## src/sv/matrix_vector_multiply_bias_core_macros.svh

```systemverilog
// assertion helpers for the dense layer core
`ifndef MATRIX_VECTOR_MULTIPLY_BIAS_CORE_MACROS_SVH
`define MATRIX_VECTOR_MULTIPLY_BIAS_CORE_MACROS_SVH

// checked only out of reset
`define MVB_ASSERT(label, prop, msg) \
    label: assert property (@(posedge aclk) disable iff (!aresetn) prop) else $error(msg);

// checked at every edge, reset included
`define MVB_ASSERT_ALWAYS(label, prop, msg) \
    label: assert property (@(posedge aclk) prop) else $error(msg);

`endif

```

## src/sv/mvb_pkg.sv

```systemverilog
package mvb_pkg;

    localparam int LEN_W       = 11;
    localparam int OPND_W      = 16;
    localparam int BIAS_W      = 32;
    localparam int RES_W       = 32;
    localparam int ROW_IDX_W   = 10;
    localparam int OP_W        = 2;
    localparam int REG_IDX_W   = 2;
    localparam int S_TDATA_W   = 48;
    localparam int M_TDATA_W   = 48;

    localparam int DEF_MAX_IN    = 1024;
    localparam int DEF_MAX_OUT   = 1024;
    localparam int DEF_ACC_WIDTH = 48;

    localparam logic [LEN_W-1:0] RST_INPUT_LENGTH  = 11'd1024;
    localparam logic [LEN_W-1:0] RST_OUTPUT_LENGTH = 11'd1024;

    localparam logic [RES_W-1:0] RES_MAX = 32'h7fff_ffff;
    localparam logic [RES_W-1:0] RES_MIN = 32'h8000_0000;

    typedef enum logic [OP_W-1:0] {
        OP_ACT    = 2'd0,
        OP_WEIGHT = 2'd1,
        OP_BIAS   = 2'd2
    } op_t;

    typedef enum logic [REG_IDX_W-1:0] {
        REG_INPUT_LENGTH  = 2'd0,
        REG_OUTPUT_LENGTH = 2'd1,
        REG_BIAS_ENABLE   = 2'd2
    } reg_idx_t;

    typedef struct packed {
        logic                 valid;
        logic                 row_end;
        logic                 bias_en;
        logic                 last_row;
        logic [ROW_IDX_W-1:0] row_idx;
        logic [OPND_W-1:0]    weight;
    } issue_t;

endpackage

```

## src/sv/mvb_mac.sv

```systemverilog
module mvb_mac #(
    parameter int ACC_WIDTH = mvb_pkg::DEF_ACC_WIDTH
) (
    input  logic                            aclk,
    input  logic                            aresetn,
    input  mvb_pkg::issue_t                 issue,
    input  logic [mvb_pkg::OPND_W-1:0]      act_rdata,
    input  logic [mvb_pkg::BIAS_W-1:0]      bias_rdata,
    input  logic                            m_tready,
    output logic                            en,
    output logic                            m_valid,
    output logic [mvb_pkg::RES_W-1:0]       m_result,
    output logic [mvb_pkg::ROW_IDX_W-1:0]   m_row_idx,
    output logic                            m_last_row,
    output logic                            m_saturated
);
    import mvb_pkg::*;

    localparam int EW = ACC_WIDTH + 1;

    issue_t s1_reg;

    logic                    v2_reg, end2_reg, ben2_reg, last2_reg;
    logic [ROW_IDX_W-1:0]    row2_reg;
    logic signed [RES_W-1:0] p2_reg;
    logic signed [BIAS_W-1:0] bias2_reg;

    logic signed [ACC_WIDTH-1:0] acc_reg, acc_sum;

    logic                        v3_reg, last3_reg;
    logic [ROW_IDX_W-1:0]        row3_reg;
    logic signed [ACC_WIDTH-1:0] sum3_reg;
    logic signed [BIAS_W-1:0]    bias3_reg;

    logic signed [EW-1:0] total;
    logic                 sat_hi, sat_lo;
    logic [RES_W-1:0]     clipped;

    logic                 m_valid_reg, m_last_reg, m_sat_reg;
    logic [RES_W-1:0]     m_result_reg;
    logic [ROW_IDX_W-1:0] m_row_reg;

    assign en = !m_valid_reg || m_tready;

    always_ff @(posedge aclk) begin
        if (!aresetn) begin
            s1_reg <= '0;
            v2_reg <= 1'b0;
            v3_reg <= 1'b0;
        end else if (en) begin
            s1_reg <= issue;
            v2_reg <= s1_reg.valid;
            v3_reg <= v2_reg && end2_reg;
        end
    end

    // multiply stage
    always_ff @(posedge aclk) begin
        if (en) begin
            p2_reg    <= $signed(s1_reg.weight) * $signed(act_rdata);
            bias2_reg <= $signed(bias_rdata);
            end2_reg  <= s1_reg.row_end;
            ben2_reg  <= s1_reg.bias_en;
            last2_reg <= s1_reg.last_row;
            row2_reg  <= s1_reg.row_idx;
        end
    end

    // accumulate stage
    assign acc_sum = acc_reg + ACC_WIDTH'(p2_reg);

    always_ff @(posedge aclk) begin
        if (!aresetn) begin
            acc_reg <= '0;
        end else if (en && v2_reg) begin
            acc_reg <= end2_reg ? '0 : acc_sum;
        end
    end

    always_ff @(posedge aclk) begin
        if (en) begin
            sum3_reg  <= acc_sum;
            bias3_reg <= ben2_reg ? bias2_reg : '0;
            row3_reg  <= row2_reg;
            last3_reg <= last2_reg;
        end
    end

    // bias add and clip to 32 bits
    always_comb begin
        total  = EW'(sum3_reg) + EW'(bias3_reg);
        sat_hi = !total[EW-1] && (|total[EW-2:RES_W-1]);
        sat_lo = total[EW-1] && !(&total[EW-2:RES_W-1]);
        if (sat_hi) begin
            clipped = RES_MAX;
        end else if (sat_lo) begin
            clipped = RES_MIN;
        end else begin
            clipped = total[RES_W-1:0];
        end
    end

    always_ff @(posedge aclk) begin
        if (!aresetn) begin
            m_valid_reg <= 1'b0;
        end else if (en) begin
            m_valid_reg <= v3_reg;
        end
    end

    always_ff @(posedge aclk) begin
        if (en && v3_reg) begin
            m_result_reg <= clipped;
            m_row_reg    <= row3_reg;
            m_last_reg   <= last3_reg;
            m_sat_reg    <= sat_hi || sat_lo;
        end
    end

    assign m_valid     = m_valid_reg;
    assign m_result    = m_result_reg;
    assign m_row_idx   = m_row_reg;
    assign m_last_row  = m_last_reg;
    assign m_saturated = m_sat_reg;

endmodule

```

## config.mk

```make
export PLATFORM = sky130hd
export DESIGN_NAME = mvb_mac
export DESIGN_NICKNAME = d
export VERILOG_FILES = /design/src/sv/matrix_vector_multiply_bias_core_macros.svh /design/src/sv/mvb_pkg.sv /design/src/sv/mvb_mac.sv
export SDC_FILE = /design/constraint.sdc
export NUM_CORES = 1
export LEC_CHECK = 0
export ABC_AREA = 0
export BUFFER_PORTS_ARGS = -buffer_cell sky130_fd_sc_hd__buf_2
export CORE_ASPECT_RATIO = 1.4
export CORE_MARGIN = 8
export CORE_UTILIZATION = 30
export CTS_BUF_LIST = sky130_fd_sc_hd__clkbuf_4 sky130_fd_sc_hd__clkbuf_8 sky130_fd_sc_hd__clkbuf_16
export CTS_CLUSTER_DIAMETER = 60
export DETAILED_ROUTE_END_ITERATION = 10
export GPL_TIMING_DRIVEN = 0
export PLACE_DENSITY = 0.54
export SLEW_MARGIN = 20
export SYNTH_ARGS = -nofsm -noshare
export SYNTH_HDL_FRONTEND = slang
export SYNTH_SLANG_ARGS = --single-unit
```

## constraint.sdc

```tcl
create_clock -name aclk -period 9.8 [get_ports aclk]
set_input_delay 0.49 -clock aclk [delete_from_list [all_inputs] [get_ports aclk]]
set_output_delay 0.49 -clock aclk [all_outputs]
set_load 0.05 [all_outputs]
```

* After elaboration in Yosys (flattened, before gate mapping)
Cells that the tools add are included.
Word-level totals: bits in registers 293, output and inout bits 46, input bits 81, logic and storage cells 41
Operators by class: reduce and logical (&&, ||, !) cells 12, add/sub/neg operators 2, multiply operators 1, mux-type cells 2
Operators by type and width (number):
- $add A48 B32 Y49 | 1
- $add A48 B32 Y48 | 1
- $mux W48 | 1
- $mul A16 B16 Y32 | 1
- $mux W32 | 1
- $reduce_and A17 Y1 | 1
- $reduce_or A17 Y1 | 1
- $logic_and A1 B1 Y1 | 5
- $logic_not A1 Y1 | 3
- $logic_or A1 B1 Y1 | 2

* Logic depth before layout (Yosys ltp)
depth after elaboration 5, mapped depth 26, gate-level depth less buffers 24

* Least setup slack after synthesis
No wires, ideal clock.
path type register -> register, start point register m_valid_reg (netlist: m_valid), end point register m_last_reg (netlist: m_last_row) (enable), cell stages (with the launch flop) 6, period minus slack after synthesis 7996 ps, path buffers 2, arrival time 7590 ps, setup time 406 ps, slack 1804 ps, cell sequence dfxtp_1 nor2b_1 clkbuf_1 inv_2 clkbuf_1 and2_1
On the way: cells in the longest elaborated chain, start to end 3
Ends and longest elaborated chain:
- start: declaration | RTL line mvb_mac.sv:39 | logic m_valid_reg, m_last_reg, m_sat_reg;
- start signal: assignment | RTL line mvb_mac.sv:107 | m_valid_reg <= v3_reg;
- $logic_not A1 Y1 | RTL line mvb_mac.sv:43 | assign en = !m_valid_reg || m_tready;
- $logic_or A1 B1 Y1 | RTL line mvb_mac.sv:43
- named net en | RTL line mvb_mac.sv:10 | output logic en,
- $logic_and A1 B1 Y1 | RTL line mvb_mac.sv:112 | if (en && v3_reg) begin
- end signal: assignment | RTL line mvb_mac.sv:115 | m_last_reg <= last3_reg;
- end: declaration | RTL line mvb_mac.sv:39
The timed path passes the listed nets, and every way through them passes these cells. A chain may end at the register's enable or synchronous reset.

* Final worst setup path
start point register s1_reg[15] (netlist name), end point register p2_reg[31] (data pin)
On the way: cells in the longest elaborated chain, start to end 1
Ends and longest elaborated chain:
- start: declaration | RTL line mvb_mac.sv:21 | issue_t s1_reg;
- start signal: assignment | RTL line mvb_mac.sv:51 | s1_reg <= issue;
- $mul A16 B16 Y32 | RTL line mvb_mac.sv:60 | p2_reg <= $signed(s1_reg.weight) * $signed(act_rdata);
- end signal: assignment | RTL line mvb_mac.sv:60
- end: declaration | RTL line mvb_mac.sv:25 | logic signed [RES_W-1:0] p2_reg;
No other way between the ends.

==> run summary <==
Outcome
• completed — status

Critical path
• register — CP Launch Type
• 10050 ps — endpoint required time on the critical path
• 8010 ps — arrival time reported for the critical path endpoint
• 7 — worst path buffer plus inverter count
• sky130_fd_sc_hd__dfxtp_1 — standard cell with the maximum stage delay on the critical path
• register — crit end category
• 26 — logic depth of the worst path, buffers included
• 10 — critical-path maximum fanout
• adder cells — cell type group with the largest total delay on the critical path
• sky130_fd_sc_hd__fa_1 — most frequent cell on the critical path
• s1_reg[15] — launching element of the worst setup path
• 2040 ps — register-to-register path setup slack
• 26 — number of cells on the worst reg-to-reg path
• s1_reg[15] — worst r2r src
• 680 ps — Largest stage delay, worst path
• p2_reg[31] — end of the worst register-to-register path
• register to register — category of the most critical setup path

Final layout
• sky130_fd_sc_hd__inv_1 — most common library cell in the layout ignoring fill and taps
• 0.0836 — share of cells above drive strength 1
• 3184 — # nets final
• 28400 sq um — Final Cell Area
• 0.342 — Util after Layout
• 13.0% — Area growth syn-to-layout
• sky130_fd_sc_hd__inv_1, sky130_fd_sc_hd__fa_1, sky130_fd_sc_hd__nand2_1 — commonest cells after routing, fill and taps aside

STA
• 0 — total setup violations reported at the end of the flow
• 7760 ps — Final Critical Period
• 0.792 — share of the cycle needed by the critical path after routing
• 0.349 — normalized max-slew margin
• no — RSZ-0062 raised after global routing
• 0 — number of pins exceeding their max-slew limit in the final report
• 129 MHz — maximum frequency from static timing analysis
• 976 ps — actual transition at the worst max-transition pin
• 15.4 ps — clock skew after layout
• 118 ps — Hold Slack
• 0 — Hold Vio Cnt, Final

Floorplan
• 125 — Row Count
• 83000 sq um — area of the core region
• 0.303 — effective utilization at floorplan
• 93400 sq um — Die ar.
• 127 — # IOs
• 261 um — die extent in x
• 358 um — floorplan die height

Power
• 12.5 nW — cell leakage power
• 0.222 mV — peak supply drop
• 0.00764 W — post-layout total power
• 269 nW/um^2 — pwr/cell area

Global routing
• 2 — antenna violations before repair
• 54 — largest net degree at the start of global routing
• 0 — total congestion overflow
• 107 mm — wire length of the first global-routing pass
• 19704 — via count of the first global-routing pass
• 0.144 — global-route total usage across every layer

Detailed routing
• 4.79 — Via density
• 6 — detailed-router iteration count before antenna repair
• 18070 — total number of vias
• 822 — count of routing violations after the opening detailed-route iteration
• 66.5 mm — Routed WL
• 0 — antenna viol nets, final
• 0 — number of design rule violations left after detail routing
• 17.6 um — routed length per instance

Synthesis
• 212 — number of flops mapped to enable cells by yosys
• 0.318 — part of the Yosys area used for sequential elements
• 25100 sq um — Syn Std Cell Area
• sky130_fd_sc_hd__edfxtp_1, sky130_fd_sc_hd__fa_1, sky130_fd_sc_hd__ha_1, sky130_fd_sc_hd__dfxtp_1, sky130_fd_sc_hd__inv_1 — largest cells by area after synthesis
• 0 — Syn. warnings
• 2494 — instance count of the mapped netlist
• 10.1 sq um — synthesized area divided by synthesized cell count
• sky130_fd_sc_hd__edfxtp_1 — ys flop type
• sky130_fd_sc_hd__edfxtp_1 — leading area contributor after synthesis
• 0.253 — top cell type's share of synthesized area
• 3016 — Net Count, Synth
• 293 — register bit count reported by yosys
• 0 — proportion of register bits with asynchronous set or reset after synthesis
• 85 — post-synth cell types

CTS
• 0 — buffer count from post-CTS setup fixing
• 550 ps — clk_lat worst skew
• sky130_fd_sc_hd__clkbuf_16 — root buffer selected by CTS
• 0 — post_cts resized
• 36 — CTS buffer count
• 60 ps — post-CTS clock slew at the launch and capture registers of the worst setup and hold paths
• 2 — CTS H-tree depth
• yes — TritonCTS clock tree
• 293 — number of sinks handled by clock tree synthesis
• 3 — maximum root-to-sink buffer count
• 0 — cts-stage hold buffer count

Placed design
• 54.8 mm — final HPWL from detailed placement
• 27200 sq um — instance area after placement
• 0.869 — routability cong.
• 126 — number of port buffers

Min path
• bias_rdata[16] — worst min-delay path startpoint
• bias2_reg[16] — hold-critical path endpoint
• input port to register — worst hold path type
• 1 — hold depth

Job
• 0 — max-cap check violation count

-- layer usage --
layer	vias up	global-route usage	wire, um
li1	8776	-	-
met1	8842	0.158	26400
met2	321	0.277	35100
met3	131	0.0186	2350
met4	0	0.0592	2720
met5	-	0	0
-- worst register-to-register path, delay by kind of cell, from the launching register on --
family / cells / cell delay, ps
AO/OA/AOI/OAI: 9 / 2080
XOR/XNOR: 1 / 180
adder cells (fa/ha/maj): 7 / 3100
buffers and inverters: 7 / 1040
flip-flops: 1 / 680
AND/OR/NAND/NOR: 2 / 360
-- where the power goes --
part	switching (W)	total, W	internal, W	leakage [nW]
registers	0.000127	0.00188	0.00175	2.91
logic	0.00265	0.00444	0.00179	9.03
clock network	0.000552	0.00131	0.000762	0.582
-- cell usage after synthesis, types with 4 or more instances --
| library cell | instances |
|---|---|
| sky130_fd_sc_hd__nor4_1 | 7 |
| sky130_fd_sc_hd__ha_1 | 177 |
| sky130_fd_sc_hd__and2_1 | 166 |
| sky130_fd_sc_hd__nand3_1 | 37 |
| sky130_fd_sc_hd__nand3b_1 | 5 |
| sky130_fd_sc_hd__o2111a_1 | 4 |
| sky130_fd_sc_hd__dfxtp_1 | 81 |
| sky130_fd_sc_hd__o21ai_0 | 62 |
| sky130_fd_sc_hd__a21boi_0 | 37 |
| sky130_fd_sc_hd__or3_1 | 5 |
| sky130_fd_sc_hd__o31ai_1 | 8 |
| sky130_fd_sc_hd__and3_1 | 15 |
| sky130_fd_sc_hd__o211ai_1 | 16 |
| sky130_fd_sc_hd__nor3_1 | 20 |
| sky130_fd_sc_hd__o21ai_1 | 32 |
| sky130_fd_sc_hd__edfxtp_1 | 212 |
| sky130_fd_sc_hd__a31oi_1 | 11 |
| sky130_fd_sc_hd__nand4_1 | 29 |
| sky130_fd_sc_hd__xnor2_1 | 80 |
| sky130_fd_sc_hd__inv_1 | 319 |
| sky130_fd_sc_hd__o21bai_1 | 16 |
| sky130_fd_sc_hd__buf_2 | 6 |
| sky130_fd_sc_hd__fa_1 | 264 |
| sky130_fd_sc_hd__xor2_1 | 44 |
| sky130_fd_sc_hd__clkbuf_1 | 88 |
| sky130_fd_sc_hd__a22oi_1 | 36 |
| sky130_fd_sc_hd__nor2b_1 | 55 |
| sky130_fd_sc_hd__a21oi_1 | 124 |
| sky130_fd_sc_hd__a211oi_1 | 13 |
| sky130_fd_sc_hd__a32o_1 | 5 |
| sky130_fd_sc_hd__o2111ai_1 | 4 |
| sky130_fd_sc_hd__nand2b_1 | 13 |
| sky130_fd_sc_hd__nand4b_1 | 4 |
| sky130_fd_sc_hd__a21o_1 | 56 |
| sky130_fd_sc_hd__nand2_1 | 251 |
| sky130_fd_sc_hd__nor2_1 | 101 |
| sky130_fd_sc_hd__o21a_1 | 16 |
-- final cells by class --
cell class / instances / area (sq um)
Inverter: 320 / 1200
Tap cell: 1079 / 1350
Antenna cell: 1 / 2.50
Timing Repair Buffer: 130 / 726
Sequential cell: 293 / 7990
Multi-Input combinational cell: 1782 / 15500
Buffer: 99 / 405
Clock inverter: 18 / 171
Clock buffer: 48 / 1000
Fill cell: 8506 / 54700
-- metrics by stage --
step / std cells / setup slack, ps / setup TNS [ps]
global placement: 3699 / -804 / -34900
CTS: 3769 / 1950 / 0
floorplan: 2494 / 1800 / 0
global route: 3770 / 1490 / 0
detailed placement: 3703 / 2010 / 0
finish: 3770 / 2040 / 0
-- worst max path at each step --
stage                               to  slack, ps
after floorplan             m_last_row       1800
after global placement    m_result[28]       -800
after detailed placement    p2_reg[31]       2010
after CTS                   p2_reg[31]       1950
after global routing        p2_reg[31]       1490
final                       p2_reg[31]       2040
-- cell families (layout without fill, tap and decap cells) --
family	count (synthesis)	in the layout	synth area share
and+or+nand+nor	728	728	0.146
adders and majority gates	441	441	0.298
xor gates and xnor gates	124	124	0.0432
DFF	293	293	0.318
AOI/OAI and AO/OA	487	487	0.130
muxes	2	2	0.000847
other	0	1	0
buffers and inverters	419	615	0.0638
Note: power is estimated with default switching activity, not from simulation.
