[src/sv/matrix_vector_multiply_bias_core_macros.svh]
// assertion helpers for the dense layer core
`ifndef MATRIX_VECTOR_MULTIPLY_BIAS_CORE_MACROS_SVH
`define MATRIX_VECTOR_MULTIPLY_BIAS_CORE_MACROS_SVH

// checked only out of reset
`define MVB_ASSERT(label, prop, msg) \
    label: assert property (@(posedge aclk) disable iff (!aresetn) prop) else $error(msg);

// checked at every edge, reset included
`define MVB_ASSERT_ALWAYS(label, prop, msg) \
    label: assert property (@(posedge aclk) prop) else $error(msg);

`endif

[src/sv/mvb_pkg.sv]
package mvb_pkg;

    localparam int LEN_W       = 11;
    localparam int OPND_W      = 16;
    localparam int BIAS_W      = 32;
    localparam int RES_W       = 32;
    localparam int ROW_IDX_W   = 10;
    localparam int OP_W        = 2;
    localparam int REG_IDX_W   = 2;
    localparam int S_TDATA_W   = 48;
    localparam int M_TDATA_W   = 48;

    localparam int DEF_MAX_IN    = 1024;
    localparam int DEF_MAX_OUT   = 1024;
    localparam int DEF_ACC_WIDTH = 48;

    localparam logic [LEN_W-1:0] RST_INPUT_LENGTH  = 11'd1024;
    localparam logic [LEN_W-1:0] RST_OUTPUT_LENGTH = 11'd1024;

    localparam logic [RES_W-1:0] RES_MAX = 32'h7fff_ffff;
    localparam logic [RES_W-1:0] RES_MIN = 32'h8000_0000;

    typedef enum logic [OP_W-1:0] {
        OP_ACT    = 2'd0,
        OP_WEIGHT = 2'd1,
        OP_BIAS   = 2'd2
    } op_t;

    typedef enum logic [REG_IDX_W-1:0] {
        REG_INPUT_LENGTH  = 2'd0,
        REG_OUTPUT_LENGTH = 2'd1,
        REG_BIAS_ENABLE   = 2'd2
    } reg_idx_t;

    typedef struct packed {
        logic                 valid;
        logic                 row_end;
        logic                 bias_en;
        logic                 last_row;
        logic [ROW_IDX_W-1:0] row_idx;
        logic [OPND_W-1:0]    weight;
    } issue_t;

endpackage

[src/sv/mvb_ctrl.sv]
module mvb_ctrl #(
    parameter int MAX_IN  = mvb_pkg::DEF_MAX_IN,
    parameter int MAX_OUT = mvb_pkg::DEF_MAX_OUT,
    localparam int IA     = (MAX_IN > 1) ? $clog2(MAX_IN) : 1,
    localparam int OA     = (MAX_OUT > 1) ? $clog2(MAX_OUT) : 1
) (
    input  logic                            aclk,
    input  logic                            aresetn,
    input  logic                            cfg_we,
    input  logic [mvb_pkg::REG_IDX_W-1:0]   cfg_index,
    input  logic [mvb_pkg::LEN_W-1:0]       cfg_wdata,
    input  logic                            accept,
    input  logic [mvb_pkg::OP_W-1:0]        op,
    input  logic [mvb_pkg::OPND_W-1:0]      operand,
    output logic                            act_we,
    output logic [IA-1:0]                   act_waddr,
    output logic [IA-1:0]                   act_raddr,
    output logic                            bias_we,
    output logic [OA-1:0]                   bias_waddr,
    output logic [OA-1:0]                   bias_raddr,
    output mvb_pkg::issue_t                 issue
);
    import mvb_pkg::*;

    localparam int NIW = ($clog2(MAX_IN + 1) > LEN_W) ? $clog2(MAX_IN + 1) : LEN_W;
    localparam int NOW = ($clog2(MAX_OUT + 1) > LEN_W) ? $clog2(MAX_OUT + 1) : LEN_W;

    logic [LEN_W-1:0] in_len_reg;
    logic [LEN_W-1:0] out_len_reg;
    logic             bias_en_reg;

    logic [IA-1:0] col_reg, col_next;
    logic [OA-1:0] row_reg, row_next;
    logic [IA-1:0] awi_reg, awi_next;
    logic [OA-1:0] bwi_reg, bwi_next;

    logic [NIW-1:0] nin;
    logic [NOW-1:0] nout;
    logic [IA-1:0]  col_eff, awi_eff;
    logic [OA-1:0]  row_eff, bwi_eff;
    logic [NIW-1:0] col_inc, awi_inc;
    logic [NOW-1:0] row_inc, bwi_inc;
    logic           row_end, last_row;
    logic           is_act, is_weight, is_bias;

    always_ff @(posedge aclk) begin
        if (!aresetn) begin
            in_len_reg  <= RST_INPUT_LENGTH;
            out_len_reg <= RST_OUTPUT_LENGTH;
            bias_en_reg <= 1'b0;
        end else if (cfg_we) begin
            case (reg_idx_t'(cfg_index))
                REG_INPUT_LENGTH:  in_len_reg  <= cfg_wdata;
                REG_OUTPUT_LENGTH: out_len_reg <= cfg_wdata;
                REG_BIAS_ENABLE:   bias_en_reg <= cfg_wdata[0];
                default: ;
            endcase
        end
    end

    // effective lengths: zero acts as one, capped at the store depth
    always_comb begin
        if (in_len_reg == '0) begin
            nin = NIW'(1);
        end else if (NIW'(in_len_reg) > NIW'(MAX_IN)) begin
            nin = NIW'(MAX_IN);
        end else begin
            nin = NIW'(in_len_reg);
        end
        if (out_len_reg == '0) begin
            nout = NOW'(1);
        end else if (NOW'(out_len_reg) > NOW'(MAX_OUT)) begin
            nout = NOW'(MAX_OUT);
        end else begin
            nout = NOW'(out_len_reg);
        end
    end

    always_comb begin
        col_eff  = (NIW'(col_reg) >= nin) ? IA'(nin - NIW'(1)) : col_reg;
        row_eff  = (NOW'(row_reg) >= nout) ? OA'(nout - NOW'(1)) : row_reg;
        awi_eff  = (NIW'(awi_reg) >= nin) ? '0 : awi_reg;
        bwi_eff  = (NOW'(bwi_reg) >= nout) ? '0 : bwi_reg;
        col_inc  = NIW'(col_eff) + NIW'(1);
        row_inc  = NOW'(row_eff) + NOW'(1);
        awi_inc  = NIW'(awi_eff) + NIW'(1);
        bwi_inc  = NOW'(bwi_eff) + NOW'(1);
        row_end  = (col_inc >= nin);
        last_row = (row_inc >= nout);
    end

    always_comb begin
        is_act    = 1'b0;
        is_weight = 1'b0;
        is_bias   = 1'b0;
        case (op_t'(op))
            OP_ACT:    is_act    = 1'b1;
            OP_WEIGHT: is_weight = 1'b1;
            OP_BIAS:   is_bias   = 1'b1;
            default: ;
        endcase
    end

    always_comb begin
        col_next = col_reg;
        row_next = row_reg;
        awi_next = awi_reg;
        bwi_next = bwi_reg;
        if (accept && is_act) begin
            awi_next = (awi_inc >= nin) ? '0 : IA'(awi_inc);
        end
        if (accept && is_bias) begin
            bwi_next = (bwi_inc >= nout) ? '0 : OA'(bwi_inc);
        end
        if (accept && is_weight) begin
            if (row_end) begin
                col_next = '0;
                row_next = last_row ? '0 : OA'(row_inc);
            end else begin
                col_next = IA'(col_inc);
                row_next = row_eff;
            end
        end
    end

    always_ff @(posedge aclk) begin
        if (!aresetn) begin
            col_reg <= '0;
            row_reg <= '0;
            awi_reg <= '0;
            bwi_reg <= '0;
        end else begin
            col_reg <= col_next;
            row_reg <= row_next;
            awi_reg <= awi_next;
            bwi_reg <= bwi_next;
        end
    end

    assign act_we     = accept && is_act;
    assign act_waddr  = awi_eff;
    assign act_raddr  = col_eff;
    assign bias_we    = accept && is_bias;
    assign bias_waddr = bwi_eff;
    assign bias_raddr = row_eff;

    always_comb begin
        issue.valid    = accept && is_weight;
        issue.row_end  = row_end;
        issue.bias_en  = bias_en_reg;
        issue.last_row = last_row;
        issue.row_idx  = ROW_IDX_W'(row_eff);
        issue.weight   = operand;
    end

endmodule

[config.mk]
export PLATFORM = sky130hd
export DESIGN_NAME = mvb_ctrl
export DESIGN_NICKNAME = d
export VERILOG_FILES = /design/src/sv/matrix_vector_multiply_bias_core_macros.svh /design/src/sv/mvb_pkg.sv /design/src/sv/mvb_ctrl.sv
export SDC_FILE = /design/constraint.sdc
export NUM_CORES = 1
export LEC_CHECK = 0
export BUFFER_PORTS_ARGS = -buffer_cell sky130_fd_sc_hd__buf_2
export CAP_MARGIN = 30
export CORE_ASPECT_RATIO = 1.4
export CORE_MARGIN = 2
export CORE_UTILIZATION = 60
export DETAILED_ROUTE_END_ITERATION = 16
export PLACE_DENSITY = 0.88
export SYNTH_ARGS = -nofsm -noshare
export SYNTH_HDL_FRONTEND = slang
export SYNTH_SLANG_ARGS = --single-unit
[constraint.sdc]
create_clock -name aclk -period 11.7 [get_ports aclk]
set_input_delay 3.51 -clock aclk [delete_from_list [all_inputs] [get_ports aclk]]
set_output_delay 3.51 -clock aclk [all_outputs]
set_load 0.02 [all_outputs]
## Word level (Yosys, flattened, before mapping)

Cells that the tools add are included.

| storage, ports and cells | value |
|---|---|
| input port bits | 35 |
| word-level logic and storage cells | 53 |
| flip-flop bits (word level) | 63 |

| operators by class | value |
|---|---|
| equal/unequal tests | 4 |
| muxes and demuxes | 16 |
| $add $sub $neg | 6 |
| reductions and logical operators | 10 |
| $lt $le $gt $ge | 10 |

Operators with widths:

| cell | number |
|---|---|
| $mux W10 | 9 |
| $add A10 B1 Y11 const B | 4 |
| $ge A10 B11 Y1 | 4 |
| $ge A11 B11 Y1 | 4 |
| $mux W11 | 4 |
| $gt A11 B11 Y1 const B | 2 |
| $logic_not A11 Y1 | 2 |
| $sub A10 B1 Y10 const B | 2 |
| $reduce_and A2 Y1 | 3 |
| $eq A2 B1 Y1 const B | 2 |
| $eq A2 B2 Y1 const B | 2 |
| $logic_not A2 Y1 | 2 |
| $logic_and A1 B1 Y1 | 3 |
| $mux W1 | 3 |

## Logic depth before layout (Yosys ltp)

Gate-level depths: netlist (run 1).

| depth | value |
|---|---|
| depth in word-level cells | 9 |
| depth in mapped cells | 28 |
| depth with buffers taken out | 26 |

## Worst setup path after synthesis (run 1)

Ideal clock, no wire load.

| timing path | value |
|---|---|
| kind | register -> output |
| start point | reg out_len_reg[2] |
| end point | out issue[26] (netlist bit) |
| cell stages (with the launch flop) | 25 |
| setup slack | 3.026 ns |
| required time | 8.190 ns |
| arrival | 5.164 ns |
| buffers on the path | 4 |
| path through | dfxtp_1 -> buf_4 -> nor4_2 -> a31oi_1 -> nor2_1 -> ha_1 -> nand2b_1 -> a31oi_1 -> o21ai_0 -> a21oi_1 -> clkbuf_1 -> nor2_1 -> a21oi_1 -> ha_1 -> clkbuf_1 -> nand4_1 -> mux2i_1 -> o21ai_0 -> nor3_1 -> ha_1 -> a21o_1 -> a2111o_1 -> o22ai_1 -> inv_1 -> buf_4 |

| on the way | value |
|---|---|
| cells in the longest elaborated chain, start to end | 7 |

Ends and longest elaborated chain:

| what | RTL line | text |
|---|---|---|
| start, declared | mvb_ctrl.sv:29 | `logic [LEN_W-1:0] out_len_reg;` |
| start signal, assigned | mvb_ctrl.sv:54 | `REG_OUTPUT_LENGTH: out_len_reg <= cfg_wdata;` |
| $gt A11 B11 Y1 | mvb_ctrl.sv:72 | `end else if (NOW'(out_len_reg) > NOW'(MAX_OUT)) begin` |
| $mux W11 | mvb_ctrl.sv:72 |  |
| $mux W11 (*) | mvb_ctrl.sv:70 | `if (out_len_reg == '0) begin` |
| $sub A10 B1 Y10 or $ge A10 B11 Y1 (tied branches) | mvb_ctrl.sv:81 | `row_eff = (NOW'(row_reg) >= nout) ? OA'(nout - NOW'(1)) : row_reg;` |
| $mux W10 (*) | mvb_ctrl.sv:81 |  |
| via bias_raddr[0] | mvb_ctrl.sv:20 | `output logic [OA-1:0] bias_raddr,` |
| $add A10 B1 Y11 (*) | mvb_ctrl.sv:85 | `row_inc = NOW'(row_eff) + NOW'(1);` |
| $ge A11 B11 Y1 (*) | mvb_ctrl.sv:89 | `last_row = (row_inc >= nout);` |
| end, declared | mvb_ctrl.sv:21 | `output mvb_pkg::issue_t issue` |

Mark *: on every way through the listed nets, which the timed path passes. The rest lies on a longest branch.

==> results of run 1 <==
[power groups by stage]
stage,Combinational [mW],Clock [mW],Sequential [mW]
after floorplan,0.111,0,0.229
after global placement,0.130,0,0.232
after detailed placement,0.132,0,0.232
after CTS,0.134,0.278,0.228
after global routing,0.149,0.286,0.229
final,0.136,0.277,0.228
[through the flow]
step	power (mW)	cell area, sq um	setup slack (ns)
6_report	0.641	6800	2.11
4_1_cts	0.640	6800	2.15
3_5_place_dp	0.365	6500	2.53
3_3_place_gp	0.362	6490	2.71
2_1_floorplan	0.340	6240	3.03
5_1_grt	0.663	6800	1.52
[cells by family after synthesis]
group / count (synthesis) / share of synthesized area
fa+ha+maj: 90 / 0.181
mux: 38 / 0.0614
xor+xnor: 36 / 0.0518
buf+inv: 95 / 0.0756
flops: 63 / 0.202
simple gates: 278 / 0.230
compound gates: 187 / 0.198
[critical path, cell delays in order, from the launching register on]
cell	delay [ns]
dfxtp_1	0.40
nor4_4	0.40
a31oi_1	0.16
nor2_1	0.33
ha_1	0.30
nand2b_1	0.13
a31oi_1	0.15
o21ai_0	0.17
a21oi_1	0.56
nor2_1	0.08
a21oi_1	0.45
ha_1	0.42
nand4_1	0.13
mux2i_1	0.25
o21ai_0	0.19
nor3_1	0.20
ha_1	0.27
a21o_1	0.19
a2111o_1	0.38
o22ai_1	0.20
inv_1	0.17
buf_2	0.19
[worst paths after layout]
check | start | endpoint | slack [ns] | cells past startpoint
setup / recovery | out_len_reg[6] | issue[26] | 2.11 | 21
hold / removal | bias_en_reg | bias_en_reg | 0.50 | 2
setup reg to reg | out_len_reg[6] | bwi_reg[9] | 5.00 | 25
hold reg to reg | bias_en_reg | bias_en_reg | 0.50 | 2
[layout by cell type (no fill, tap or decap), types with 10 or more instances in the layout]
master and n:
a21o_1 16, xnor2_1 20, nor2b_1 19, and3_1 10, o21ai_0 40, nor3_1 13
ha_1 90, a31oi_1 10, o31ai_1 15, nor2_1 82, a21oi_1 42, nand3_1 20
buf_2 74, mux2i_1 36, dfxtp_1 63, nand2b_1 11, xor2_1 15, inv_1 36
a22o_1 11, nand2_1 71
[area by class of cell]
| class | count | area [sq um] | area share |
|---|---|---|---|
| multi-input cells | 629 | 4510 | 0.664 |
| inverters | 36 | 135 | 0.0199 |
| clock buffers | 10 | 239 | 0.0351 |
| clock inverters | 6 | 60.1 | 0.00883 |
| repair buffers | 80 | 419 | 0.0616 |
| flip-flops and latches | 63 | 1260 | 0.185 |
| well taps | 138 | 173 | 0.0254 |
[per-layer routing]
layer / wire length (um) / share of wire
met3: 775 / 0.046
met4: 988 / 0.058
met1: 6530 / 0.38
met5: 0 / 0
met2: 8670 / 0.51
==> insert_results.sql, run 1 <==
INSERT INTO impl_metrics (metric_group, metric, value, unit) VALUES
('outcome', 'outcome', 'completed', ''),
('clocking', 'cts.path.max_buffers', '2', ''),
('clocking', 'clockRootBuffer', 'clkbuf_16', ''),
('clocking', 'cts-htree-levels', '3', ''),
('logic_synthesis', 'synth-edff-count', '0', ''),
('logic_synthesis', 'synth_seq_cells', '63', ''),
('logic_synthesis', 'asyncSetResetFlopFracSynth', '0', ''),
('power', 'max-vdd-ir-drop', '73.6', 'uV'),
('drt', 'wl_per_cell', '17.6', 'um'),
('logic_synthesis', 'syn_area', '0.00624', 'sq mm'),
('critical_path', 'worst_ep_arrival_time', '6.08', 'ns'),
('die', 'dieHeight', '125', 'um'),
('clocking', 'post_cts.resized_instances', '0', ''),
('placement', 'final_weighted_congestion_of_routability_driven_global_placement', '1.00', ''),
('clocking', 'cts_setup_buffers', '0', ''),
('finish', 'antennaDiodeCount', '0', ''),
('timing', 'timing.final.hold_violations', '0', ''),
('die', 'rows', '44', ''),
('timing', 'fin_skew', '0.00802', 'ns'),
('clocking', 'clock_tree_from_tritoncts', 'yes', ''),
('timing', 'hold_ws', '0.496', 'ns'),
('clocking', 'clk-insertion-delay-late', '0.34', 'ns'),
('logic_synthesis', 'synth_top_area_frac', '0.202', ''),
('grt', 'busiest_layer', 'met2', ''),
('timing', 'post-route-period-util', '0.820', ''),
('finish', 'drive_gt1_frac', '0.143', ''),
('logic_synthesis', 'yosys_cell_types', '71', ''),
('drt', 'drt_drc_violations_left', '0', ''),
('logic_synthesis', 'number_of_instances_in_the_synthesized_netlist', '787', ''),
('logic_synthesis', 'synth_largest_area_cell', 'dfxtp_1', ''),
('grt', 'overflow', '0', ''),
('drt', 'detail-route-antenna-nets', '0', ''),
('grt', 'number_of_global_route_vias_before_repair', '5833', ''),
('timing', 'worst_slew_margin_rel', '0.346', ''),
('grt', 'groute.usage.overall', '0.303', ''),
('finish', 'area_growth', '9.03', '%'),
('grt', 'global_route.usage.met3', '0.0587', ''),
('power', 'intPower', '0.442', 'mW'),
('power', 'switching_power_total', '0.199', 'mW'),
('critical_path', 'timing.critical_path.fanout_max', '11', ''),
('logic_synthesis', 'synth_top_flop_cell', 'dfxtp_1', ''),
('die', 'dieArea', '0.0112', 'sq mm'),
('power', 'switching_share', '0.311', ''),
('logic_synthesis', 'post_synth_most_frequent_cells', '90 x ha_1, 82 x nor2_1, 71 x nand2_1', ''),
('placement', 'numPlacedInstances', '946', ''),
('drt', 'avgViaCountPerCell', '6.26', ''),
('finish', 'post_route_insts_no_fill', '962', ''),
('die', 'die_x', '90.2', 'um'),
('logic_synthesis', 'synth.top_cells.by_area', 'dfxtp_1 20%, ha_1 18%, mux2i_1 5.8%', ''),
('logic_synthesis', 'yosysMostFrequentCell', 'ha_1', ''),
('grt', 'number_of_antenna_violations_at_the_first_check_in_global_routing', '0', ''),
('power', 'seq_power_share', '0.356', ''),
('power', 'powerDensity', '94.3', 'mW/mm^2'),
('drt', 'drt_iter0_markers', '340', ''),
('timing', 'timing.final.setup_violations', '0', ''),
('drt', 'wirelength', '17000', 'um'),
('clocking', 'clock_edge_transition_at_the_registers_on_the_reported_setup_and_hold_paths', '0.06', 'ns'),
('timing', 'timing.final.max_slew_violations', '0', ''),
('logic_synthesis', 'synth_warnings', '0', ''),
('critical_path', 'critPathLaunchType', 'flip-flop', ''),
('die', 'floorplan.core_area', '0.0102', 'sq mm'),
('logic_synthesis', 'postSynthNetCount', '912', ''),
('finish', 'fillCellCount', '902', ''),
('timing', 'rsz0062_at_grt', 'false', ''),
('grt', 'grt_max_degree', '32', ''),
('grt', 'groute.layer.met1.usage', '0.323', ''),
('placement', 'io_buffers', '74', ''),
('logic_synthesis', 'post_synth.cell_area_avg', '7.92', 'sq um'),
('run', 'cap_viol_max_count', '0', ''),
('grt', 'globalRouteMet2Util', '0.540', ''),
('logic_synthesis', 'ys_seq_area_frac', '0.202', '');
Note: power is estimated with default switching activity, not from simulation.
==> inputs of run 2 (changes only) <==
--- a/config.mk
+++ b/config.mk
@@ -9,9 +9,9 @@
 export CAP_MARGIN = 30
 export CORE_ASPECT_RATIO = 1.4
 export CORE_MARGIN = 2
-export CORE_UTILIZATION = 60
+export CORE_UTILIZATION = 58
 export DETAILED_ROUTE_END_ITERATION = 16
-export PLACE_DENSITY = 0.88
+export PLACE_DENSITY = 0.85
 export SYNTH_ARGS = -nofsm -noshare
 export SYNTH_HDL_FRONTEND = slang
 export SYNTH_SLANG_ARGS = --single-unit
==> constraint.sdc (replaced) <==
create_clock -name aclk -period 9.5 [get_ports aclk]
set_input_delay 2.85 -clock aclk [delete_from_list [all_inputs] [get_ports aclk]]
set_output_delay 2.85 -clock aclk [all_outputs]
set_load 0.02 [all_outputs]
==> insert_results.sql, run 2 (synthesis results as in run 1) <==
INSERT INTO impl_metrics (metric_group, metric, value, unit) VALUES
('die', 'floorplan.core_area', '0.0104', 'sq mm'),
('die', 'rows', '44', ''),
('finish', 'finish.net_count', '946', ''),
('placement', 'io_buffers', '74', ''),
('critical_path', 'critPathLaunchType', 'flip-flop', ''),
('critical_path', 'regToRegEndpoint', 'bwi_reg[9]', ''),
('finish', 'drive_gt1_frac', '0.141', ''),
('die', 'dieHeight', '127', 'um'),
('grt', 'number_of_antenna_violations_at_the_first_check_in_global_routing', '1', ''),
('power', 'p_leak', '3.26', 'nW'),
('finish', 'final_cell_area', '0.00678', 'sq mm'),
('clocking', 'clockRootBuffer', 'clkbuf_16', ''),
('grt', 'number_of_global_route_vias_before_repair', '5690', ''),
('drt', 'avgViaCountPerCell', '6.19', ''),
('power', 'powerDensity', '111', 'mW/mm^2'),
('critical_path', 'worstPathRequired', '6.65', 'ns'),
('drt', 'detailroute.via_count', '5960', ''),
('timing', 'finalCriticalPeriod', '8.67', 'ns'),
('timing', 'worst_slew_margin_rel', '0.470', ''),
('timing', 'timing.setup.tns', '0', 'ns'),
('drt', 'wl_met3', '864', 'um'),
('critical_path', 'r2r_cells', '26', ''),
('drt', 'wirelength', '16400', 'um'),
('run', 'cap_viol_max_count', '0', ''),
('critical_path', 'worstSetupStartpoint', 'out_len_reg[10]', ''),
('timing', 'timing.final.setup_violations', '0', ''),
('critical_path', 'worst_ep_arrival_time', '5.82', 'ns'),
('grt', 'grt_max_degree', '26', ''),
('grt', 'overflow', '0', ''),
('drt', 'drt_drc_violations_left', '0', ''),
('die', 'dieArea', '0.0116', 'sq mm'),
('timing', 'post-route-period-util', '0.912', ''),
('drt', 'routedLengthMet1', '6640', 'um'),
('min_path', 'whs_endpoint', 'bias_en_reg', ''),
('die', 'floorplan.io_pins', '107', ''),
('clocking', 'cts-htree-levels', '3', ''),
('clocking', 'clock_sink_count', '63', ''),
('critical_path', 'regToRegSetupSlack', '2.71', 'ns'),
('clocking', 'clock_edge_transition_at_the_registers_on_the_reported_setup_and_hold_paths', '0.06', 'ns'),
('clocking', 'clock_tree_from_tritoncts', 'yes', ''),
('critical_path', 'timing.critical_path.to_type', 'output port', ''),
('timing', 'timing.final.hold_violations', '0', ''),
('finish', 'area_growth', '8.77', '%'),
('drt', 'detailroute.wirelength.met2', '8150', 'um'),
('min_path', 'instance_count_along_the_most_critical_hold_path', '2', ''),
('clocking', 'cts-hold-fix-buffers', '0', ''),
('grt', 'first_pass_grt_wire_length', '27300', 'um'),
('drt', 'detail_route.first_pass.iterations', '5', ''),
('finish', 'fillCellCount', '924', ''),
('drt', 'detail-route-antenna-nets', '0', ''),
('finish', 'most-common-layout-cells', '90 x ha_1, 82 x nor2_1, 74 x buf_2', ''),
('critical_path', 'setup_cp_type', 'reg2out', ''),
('placement', 'placed_inst_area', '0.00652', 'sq mm'),
('finish', 'area_of_combinational_cells_with_multiple_inputs', '0.00451', 'sq mm'),
('drt', 'wl_per_cell', '17.1', 'um'),
('timing', 'timing.final.max_slew_violations', '0', ''),
('finish', 'register_area', '0.00126', 'sq mm'),
('critical_path', 'timing.critical_path.fanout_max', '20', ''),
('min_path', 'timing.hold.worst.start', 'bias_en_reg', ''),
('die', 'die_x', '91.6', 'um'),
('clocking', 'cts_buffers', '9', ''),
('clocking', 'cts.path.max_buffers', '2', ''),
('placement', 'dpl.hpwl', '12600', 'um'),
('drt', 'routed.top_layer', 'met4', ''),
('drt', 'drt_iter0_markers', '349', ''),
('die', 'floorplan.initialDensity', '0.599', ''),
('timing', 'max_freq', '0.115', 'GHz'),
('outcome', 'outcome', 'completed', ''),
('critical_path', 'timing.rr.start', 'out_len_reg[6]', ''),
('timing', 'fin_skew', '0.00597', 'ns'),
('clocking', 'clk-insertion-delay-late', '0.33', 'ns'),
('clocking', 'post_cts.resized_instances', '0', ''),
('finish', 'layout.cells.most_common', 'ha_1', ''),
('clocking', 'cts_setup_buffers', '0', ''),
('placement', 'final_weighted_congestion_of_routability_driven_global_placement', '0.951', ''),
('min_path', 'timing.hold.worst.class', 'reg2reg', ''),
('timing', 'rsz0062_at_grt', 'false', ''),
('power', 'power', '0.751', 'mW'),
('timing', 'tightestPinTransition', '0.795', 'ns'),
('grt', 'groute.usage.overall', '0.286', ''),
('power', 'max-vdd-ir-drop', '86.3', 'uV');
==> run 2: worst max path at each step <==
stage | endpoint | slack (ns) | cells past startpoint
after detailed placement | issue[26] | 1.31 | 21
after global routing | issue[26] | 0.40 | 21
after global placement | issue[26] | 1.54 | 21
after CTS | issue[26] | 0.97 | 21
after floorplan | issue[26] | 1.49 | 24
final | issue[26] | 0.83 | 20
==> run 2: metal layers <==
layer | up-vias | track usage
li1 | 2909 | -
met1 | 2753 | 0.337
met2 | 237 | 0.494
met3 | 61 | 0.0463
met4 | 0 | 0.153
met5 | - | 0
==> run 2: critical path, cell delays in order (launching register included) <==
cell	delay, ns
dfxtp_1	0.44
inv_1	0.41
nand2_1	0.25
ha_1	0.39
nand2_1	0.07
o21a_1	0.18
o21ai_0	0.12
a21o_1	0.63
nor2_1	0.08
a21oi_1	0.25
ha_1	0.39
nand4_1	0.13
mux2i_1	0.27
o21ai_0	0.22
nor3_1	0.21
ha_1	0.27
a21o_1	0.19
a2111o_1	0.38
o22ai_1	0.22
inv_1	0.15
buf_2	0.18
==> run 2: where the power goes <==
group	internal [mW]	leakage (nW)	switching (mW)	total [mW]
sequential	0.271	0.510	0.0104	0.281
combinational	0.0649	2.62	0.101	0.166
clock	0.188	0.132	0.116	0.304
total	0.523	3.26	0.228	0.751
==> run 2: final cells by class <==
cell class,count,area share
inverters,36,0.0199
flip-flops and latches,63,0.186
clock inverters,1,0.000738
clock buffers,13,0.0384
well taps,138,0.0255
repair buffers,82,0.0640
diodes,1,0.000369
multi-input cells,629,0.665
==> run 2: per-stage QoR <==
stage / utilization / setup slack, ns / hold WS, ns / instances
after floorplan: - / 1.49 / 0.463 / 787
after global placement: 0.625 / 1.54 / 0.486 / 947
after detailed placement: 0.626 / 1.31 / 0.495 / 948
after CTS: 0.652 / 0.973 / 0.508 / 962
after global routing: 0.652 / 0.396 / 0.546 / 963
final: 0.652 / 0.834 / 0.506 / 963
